**src/hdl/proj_pkg.sv**
```systemverilog
// Shared constants, request record and saturation helper for the projection setup block.
package proj_pkg;

   localparam int FRAC_BITS_DEFAULT = 16;
   localparam int TAN_ITER_DEFAULT  = 16;

   localparam int XY_W     = 33;
   localparam int Z_W      = 34;
   localparam int QUO_BITS = 33;
   localparam int NUM_W    = 64;
   localparam int DEN_W    = 33;

   localparam logic [63:0] ANG_PI      = 64'd3373259426;
   localparam logic [63:0] ANG_HALF_PI = 64'd1686629713;
   localparam logic [63:0] ANG_ONE     = 64'd1073741824;

   localparam logic [29:0] ATAN_STEPS [0:29] = '{
      30'd843314857, 30'd497837829, 30'd263043837, 30'd133525159, 30'd67021687,
      30'd33543516,  30'd16775851,  30'd8388437,   30'd4194283,   30'd2097149,
      30'd1048576,   30'd524288,    30'd262144,    30'd131072,    30'd65536,
      30'd32768,     30'd16384,     30'd8192,      30'd4096,      30'd2048,
      30'd1024,      30'd512,       30'd256,       30'd128,       30'd64,
      30'd32,        30'd16,        30'd8,         30'd4,         30'd2
   };

   typedef struct packed {
      logic               op;
      logic signed [31:0] left_plane;
      logic signed [31:0] right_plane;
      logic signed [31:0] bottom_plane;
      logic signed [31:0] top_plane;
      logic signed [31:0] near_dist;
      logic signed [31:0] far_dist;
      logic        [17:0] fov_y;
      logic        [30:0] aspect_ratio;
   } req_type;

   // {saturated, value}: apply sign to magnitude, clamp to signed 32 bits
   function automatic logic [32:0] sat_mag(input logic neg, input logic [63:0] mag);
      logic [32:0] res;
      if (!neg) begin
         if (mag > 64'h0000_0000_7FFF_FFFF) res = {1'b1, 32'h7FFF_FFFF};
         else res = {1'b0, mag[31:0]};
      end else begin
         if (mag > 64'h0000_0000_8000_0000) res = {1'b1, 32'h8000_0000};
         else res = {1'b0, 32'd0 - mag[31:0]};
      end
      return res;
   endfunction

endpackage

```
**src/hdl/proj_tan.sv**
```systemverilog
// Angle reduction and pipelined CORDIC rotation: gain-scaled cosine and sine of half FOV mod pi.
module proj_tan
   import proj_pkg::*;
#(
   parameter int FRAC_BITS      = FRAC_BITS_DEFAULT,
   parameter int TAN_ITERATIONS = TAN_ITER_DEFAULT,
   parameter int SIDE_W         = 1
) (
   input  logic                   clock,
   input  logic                   reset,
   input  logic                   advance,
   input  logic                   in_valid,
   input  logic [17:0]            in_fov,
   input  logic [SIDE_W-1:0]      in_side,
   output logic                   out_valid,
   output logic signed [XY_W-1:0] out_x,
   output logic signed [XY_W-1:0] out_y,
   output logic [SIDE_W-1:0]      out_side
);

   localparam int UP        = (FRAC_BITS <= 29) ? 29 - FRAC_BITS : 0;
   localparam int DN        = (FRAC_BITS > 29) ? FRAC_BITS - 29 : 0;
   localparam int ANG_W     = 47 - FRAC_BITS;
   localparam int RED_STEPS = (ANG_W > 32) ? ANG_W - 31 : 1;
   localparam int RED_W     = (ANG_W > 32) ? ANG_W : 32;

   logic [RED_W-1:0]      red_ff [0:RED_STEPS];
   logic                  rv_ff  [0:RED_STEPS];
   logic [SIDE_W-1:0]     rs_ff  [0:RED_STEPS];
   logic [RED_W-1:0]      red_in [1:RED_STEPS];

   logic signed [XY_W-1:0] cx_ff [0:TAN_ITERATIONS];
   logic signed [XY_W-1:0] cy_ff [0:TAN_ITERATIONS];
   logic signed [Z_W-1:0]  cz_ff [0:TAN_ITERATIONS];
   logic                   cv_ff [0:TAN_ITERATIONS];
   logic [SIDE_W-1:0]      cs_ff [0:TAN_ITERATIONS];
   logic signed [XY_W-1:0] cx_in [1:TAN_ITERATIONS];
   logic signed [XY_W-1:0] cy_in [1:TAN_ITERATIONS];
   logic signed [Z_W-1:0]  cz_in [1:TAN_ITERATIONS];

   logic [RED_W-1:0]       ang_in;
   logic signed [Z_W-1:0]  fold_in;
   logic signed [Z_W-1:0]  red_z;

   assign ang_in = RED_W'((48'(in_fov) << UP) >> DN);

   always_ff @(posedge clock) begin
      if (reset) begin
         rv_ff[0] <= 1'b0;
      end else if (advance) begin
         rv_ff[0] <= in_valid;
      end
      if (advance) begin
         red_ff[0] <= ang_in;
         rs_ff[0]  <= in_side;
      end
   end

   for (genvar r = 1; r <= RED_STEPS; r++) begin : g_red
      localparam logic [RED_W-1:0] PI_K = RED_W'(ANG_PI << (RED_STEPS - r));

      assign red_in[r] = (red_ff[r-1] >= PI_K) ? red_ff[r-1] - PI_K : red_ff[r-1];

      always_ff @(posedge clock) begin
         if (reset) begin
            rv_ff[r] <= 1'b0;
         end else if (advance) begin
            rv_ff[r] <= rv_ff[r-1];
         end
         if (advance) begin
            red_ff[r] <= red_in[r];
            rs_ff[r]  <= rs_ff[r-1];
         end
      end
   end

   always_comb begin
      red_z = $signed({2'b00, red_ff[RED_STEPS][31:0]});
      if (red_z > $signed(Z_W'(ANG_HALF_PI))) begin
         fold_in = red_z - $signed(Z_W'(ANG_PI));
      end else begin
         fold_in = red_z;
      end
   end

   always_ff @(posedge clock) begin
      if (reset) begin
         cv_ff[0] <= 1'b0;
      end else if (advance) begin
         cv_ff[0] <= rv_ff[RED_STEPS];
      end
      if (advance) begin
         cx_ff[0] <= $signed(XY_W'(ANG_ONE));
         cy_ff[0] <= '0;
         cz_ff[0] <= fold_in;
         cs_ff[0] <= rs_ff[RED_STEPS];
      end
   end

   for (genvar i = 1; i <= TAN_ITERATIONS; i++) begin : g_rot
      logic signed [XY_W-1:0] xs;
      logic signed [XY_W-1:0] ys;
      logic signed [Z_W-1:0]  step;

      always_comb begin
         xs   = cx_ff[i-1] >>> (i - 1);
         ys   = cy_ff[i-1] >>> (i - 1);
         step = $signed({4'b0000, ATAN_STEPS[i-1]});
         if (cz_ff[i-1] >= 0) begin
            cx_in[i] = cx_ff[i-1] - ys;
            cy_in[i] = cy_ff[i-1] + xs;
            cz_in[i] = cz_ff[i-1] - step;
         end else begin
            cx_in[i] = cx_ff[i-1] + ys;
            cy_in[i] = cy_ff[i-1] - xs;
            cz_in[i] = cz_ff[i-1] + step;
         end
      end

      always_ff @(posedge clock) begin
         if (reset) begin
            cv_ff[i] <= 1'b0;
         end else if (advance) begin
            cv_ff[i] <= cv_ff[i-1];
         end
         if (advance) begin
            cx_ff[i] <= cx_in[i];
            cy_ff[i] <= cy_in[i];
            cz_ff[i] <= cz_in[i];
            cs_ff[i] <= cs_ff[i-1];
         end
      end
   end

   assign out_valid = cv_ff[TAN_ITERATIONS];
   assign out_x     = cx_ff[TAN_ITERATIONS];
   assign out_y     = cy_ff[TAN_ITERATIONS];
   assign out_side  = cs_ff[TAN_ITERATIONS];

endmodule

```
**config.mk**
```make
export PLATFORM = sky130hd
export DESIGN_NAME = proj_tan
export DESIGN_NICKNAME = d
export VERILOG_FILES = /design/src/hdl/proj_pkg.sv /design/src/hdl/proj_tan.sv
export SDC_FILE = /design/constraint.sdc
export NUM_CORES = 2
export LEC_CHECK = 0
export BUFFER_PORTS_ARGS = -buffer_cell sky130_fd_sc_hd__buf_2
export CAP_MARGIN = 20
export CORE_MARGIN = 1
export CORE_UTILIZATION = 50
export DETAILED_ROUTE_END_ITERATION = 16
export GPL_TIMING_DRIVEN = 0
export PLACE_DENSITY = 0.75
export REMOVE_ABC_BUFFERS = 1
export SKIP_CTS_REPAIR_TIMING = 1
export SLEW_MARGIN = 20
export SYNTH_ARGS = -nofsm -noshare
export SYNTH_HDL_FRONTEND = slang
export SYNTH_SLANG_ARGS = --single-unit
```
**constraint.sdc**
```tcl
create_clock -name clock -period 7.8 [get_ports clock]
set_clock_uncertainty 0.05 [all_clocks]
set_input_delay 1.17 -clock clock [delete_from_list [all_inputs] [get_ports clock]]
set_output_delay 1.17 -clock clock [all_outputs]
set_load 0.01 [all_outputs]
```
==> flow_summary.ini <==
[yosys]
synthesis.instances = 8869
postSynth.topFlopCell = sky130_fd_sc_hd__edfxtp_1
ys_seq_area_share_pct = 39.77
netlist_area_um2 = 90760
mean_post_synth_cell_area_um2 = 10.23
synth_enable_flop_cells = 1202
synth_cell_type_count = 92
synth-async-reset-ratio_pct = 0
yosys_warnings = 0
yosys_register_bits = 1202

[floorplanning]
start_util_pct = 50.27
dieArea_um2 = 183200
design.portCount = 91
die_h_um = 428.0
die_x_um = 428.0
coreArea_um2 = 180500
fp-row-count = 156

[drt]
detailroute.wirelength.met2_um = 108300
dr_total_vias = 66730
detail_route.iter0.violations = 3674
wirelength_um = 206400
post-route-drc-count = 0
ant_nets = 0
top_layer = met4
detailroute.wirelength.met3_um = 6589
detail_route.wirelength.met1_um = 81640
avgRoutedWirePerCell_um = 17.95
vias_per_cell = 5.805
drt_first_pass_iters = 6

[finish]
seq_area_um2 = 36090
most-common-layout-cells = sky130_fd_sc_hd__edfxtp_1 (1202), sky130_fd_sc_hd__ha_1 (1037), sky130_fd_sc_hd__xnor2_1 (851)
area_occupied_by_multi_input_gates_um2 = 52580
layout.cells.non_filler = 11500
final.fill_count = 15150
finalNetCount = 10110
syn2layout_area_growth_pct = 9.051
final_common_cell = sky130_fd_sc_hd__edfxtp_1
layout-drive-gt1-share_pct = 4.657
total_inserted_antenna_cells = 0

[sta]
timing.final.crit_period_ns = 7.152
unrepaired_setup_endpoints_after_global_routing = false
tightestPinTransition_ns = 1.108
timing.slew.headroom_pct = 25.60
timing.final.ws_setup_ns = 0.6485
final.period_utilization_pct = 91.69
timing_hold_violations_final = 0
drv_slew = 0
finalSetupViolations = 0
tns_ns = 0
fmax_mhz = 139.8

[clocking]
tritoncts = done
clk_transition_reported_paths_ns = 0.06
numCtsBuffers = 141
cts_sinks = 1202
cts_max_path_buffers = 3
ctsHtreeMaxLevel = 4
worst_skew_pair.late_latency_ns = 0.79
cts-root-buf = sky130_fd_sc_hd__clkbuf_16

[global_routing]
grt_first_pass_wirelength_um = 328600
grt_use_total_pct = 21.85
number_of_antenna_violations_at_the_first_check_in_global_routing = 0
grt_max_degree = 156
number_of_global_route_vias_before_repair = 65880
remaining_global_route_overflow = 0

[critical_path]
worstPathMaxFanout = 19
worst-endpoint-arrival_ns = 7.63
worstSetupEndpointType = register
setup.worst_path.start_class = register
critical_path.slowest_cell = sky130_fd_sc_hd__o21ai_4
cp_top_family = compound AO/OA/AOI/OAI gates
critical_path.n_buffers_inverters = 2
timing.critical_path.slowest_cell_delay_ns = 0.68
timing_worst_setup_path_type = reg2reg
worstPathCellList = inv_1 > ha_1 > nor4b_1 > nand4_1 > o21ai_4 > inv_1 > fa_1 > a211o_1 > a211oi_1 > o311ai_1 > a21oi_1 > nor2_1 > a311oi_2 > o21ai_1 > o41a_1 > a21o_1 > o22ai_1 > xnor2_1
worst_path_most_repeated_cell = sky130_fd_sc_hd__inv_1
cp_data_required_time_ns = 8.28

[run_status]
status = completed

[hold_path]
min_path_type = reg2reg

[place]
buffer_ports.inserted = 90
post-place-cells = 11240
dpl.hpwl_um = 161500
place_ws_ns = 0.5887
gpl.final_weighted_congestion = 0.9494

[flow_run]
max_cap_viol_count = 0
==> cells in the mapped netlist, types with 20 or more instances <==
| library cell | count | area (um^2) |
|---|---|---|
| sky130_fd_sc_hd__edfxtp_1 | 1202 | 36090 |
| sky130_fd_sc_hd__ha_1 | 1037 | 12970 |
| sky130_fd_sc_hd__xnor2_1 | 851 | 7453 |
| sky130_fd_sc_hd__a21oi_1 | 729 | 3649 |
| sky130_fd_sc_hd__nor2_1 | 639 | 2399 |
| sky130_fd_sc_hd__o21ai_0 | 500 | 2502 |
| sky130_fd_sc_hd__nand2_1 | 469 | 1760 |
| sky130_fd_sc_hd__xor2_1 | 435 | 3810 |
| sky130_fd_sc_hd__inv_1 | 406 | 1524 |
| sky130_fd_sc_hd__a21o_1 | 350 | 2628 |
| sky130_fd_sc_hd__o21a_1 | 191 | 1434 |
| sky130_fd_sc_hd__nor3_1 | 171 | 855.8 |
| sky130_fd_sc_hd__nand3_1 | 146 | 730.7 |
| sky130_fd_sc_hd__nor2b_1 | 129 | 807.0 |
| sky130_fd_sc_hd__o31ai_1 | 124 | 930.9 |
| sky130_fd_sc_hd__nand2b_1 | 121 | 757.0 |
| sky130_fd_sc_hd__o21bai_1 | 115 | 863.3 |
| sky130_fd_sc_hd__and3_1 | 94 | 588.1 |
| sky130_fd_sc_hd__a31oi_1 | 82 | 513.0 |
| sky130_fd_sc_hd__or3_1 | 77 | 481.7 |
| sky130_fd_sc_hd__clkbuf_1 | 70 | 262.8 |
| sky130_fd_sc_hd__nor4_1 | 69 | 431.7 |
| sky130_fd_sc_hd__and2_1 | 68 | 425.4 |
| sky130_fd_sc_hd__a211oi_1 | 63 | 473.0 |
| sky130_fd_sc_hd__nand4_1 | 62 | 387.9 |
| sky130_fd_sc_hd__a21boi_0 | 50 | 375.4 |
| sky130_fd_sc_hd__mux2i_1 | 50 | 500.5 |
| sky130_fd_sc_hd__o41ai_1 | 50 | 437.9 |
| sky130_fd_sc_hd__or2_2 | 43 | 269.0 |
| sky130_fd_sc_hd__o211ai_1 | 37 | 277.8 |
| sky130_fd_sc_hd__or4_1 | 36 | 270.3 |
| sky130_fd_sc_hd__fa_1 | 34 | 680.7 |
| sky130_fd_sc_hd__buf_4 | 33 | 247.7 |
| sky130_fd_sc_hd__a211o_1 | 29 | 254.0 |
| sky130_fd_sc_hd__nand3b_1 | 22 | 165.2 |
| sky130_fd_sc_hd__a41oi_1 | 20 | 175.2 |
| sky130_fd_sc_hd__buf_1 | 20 | 75.07 |
==> cell type report <==
| cell class | instances | area share (%) |
|---|---|---|
| multi-input cells | 7135 | 53.13 |
| clock buffers | 171 | 3.722 |
| well taps | 2370 | 2.996 |
| inverters | 408 | 1.549 |
| flip-flops and latches | 1202 | 36.47 |
| clock inverters | 85 | 0.9406 |
| repair buffers | 125 | 1.193 |
==> cells by family (layout without fill, tap and decap cells) <==
kind of cell | count (synthesis) | in the layout | synth area share [%]
compound gates | 2525 | 2525 | 17.95
xor+xnor | 1286 | 1286 | 12.41
fa+ha+maj | 1071 | 1071 | 15.05
buf+inv | 532 | 789 | 2.338
flops | 1202 | 1202 | 39.77
mux | 51 | 51 | 0.5639
other cells | 2 | 2 | 0.008275
simple gates | 2200 | 2200 | 11.91
==> metrics by stage <==
step	hold WS, ns	util (%)	cell area (um^2)
floorplan	0.3503	-	90170
global placement	0.3506	51.83	93580
detailed placement	0.3545	52.25	94340
CTS	0.3617	54.81	98960
global route	0.3646	54.82	98970
finish	0.3613	54.82	98970
==> state kept, by name, indices dropped and copies added, names as in the netlist <==
signal,flops
cz_ff,406
cy_ff,362
red_ff,36
cs_ff,17
cv_ff,17
cx_ff,360
rs_ff,2
rv_ff,2
==> worst register-to-register path, delay by kind of cell (launching register included) <==
| family | cells | cell delay (ns) |
|---|---|---|
| compound gates | 10 | 3.21 |
| xor+xnor | 1 | 0.08 |
| fa+ha+maj | 2 | 0.96 |
| buf+inv | 2 | 0.79 |
| flops | 1 | 0.57 |
| simple gates | 3 | 1.24 |
==> final timing paths <==
path	from	to	slack, ns	cells past startpoint
setup / recovery	cz_ff[0][271]$_DFFE_PP_	cz_ff[0][305]$_DFFE_PP_	0.65	18
hold / removal	cs_ff[0][4]$_DFFE_PP_	cs_ff[0][5]$_DFFE_PP_	0.36	0
setup reg to reg	cz_ff[0][271]$_DFFE_PP_	cz_ff[0][305]$_DFFE_PP_	0.65	18
hold reg to reg	cs_ff[0][4]$_DFFE_PP_	cs_ff[0][5]$_DFFE_PP_	0.36	0
==> metal layers <==
layer,global-route usage (%),up-vias
li1,-,33350
met1,23.70,31550
met2,41.68,1354
met3,2.477,475
met4,10.77,0
met5,0,-
Power is not shown: default switching activity piles up to over one toggle a cycle in this logic, so the estimate is an artifact.
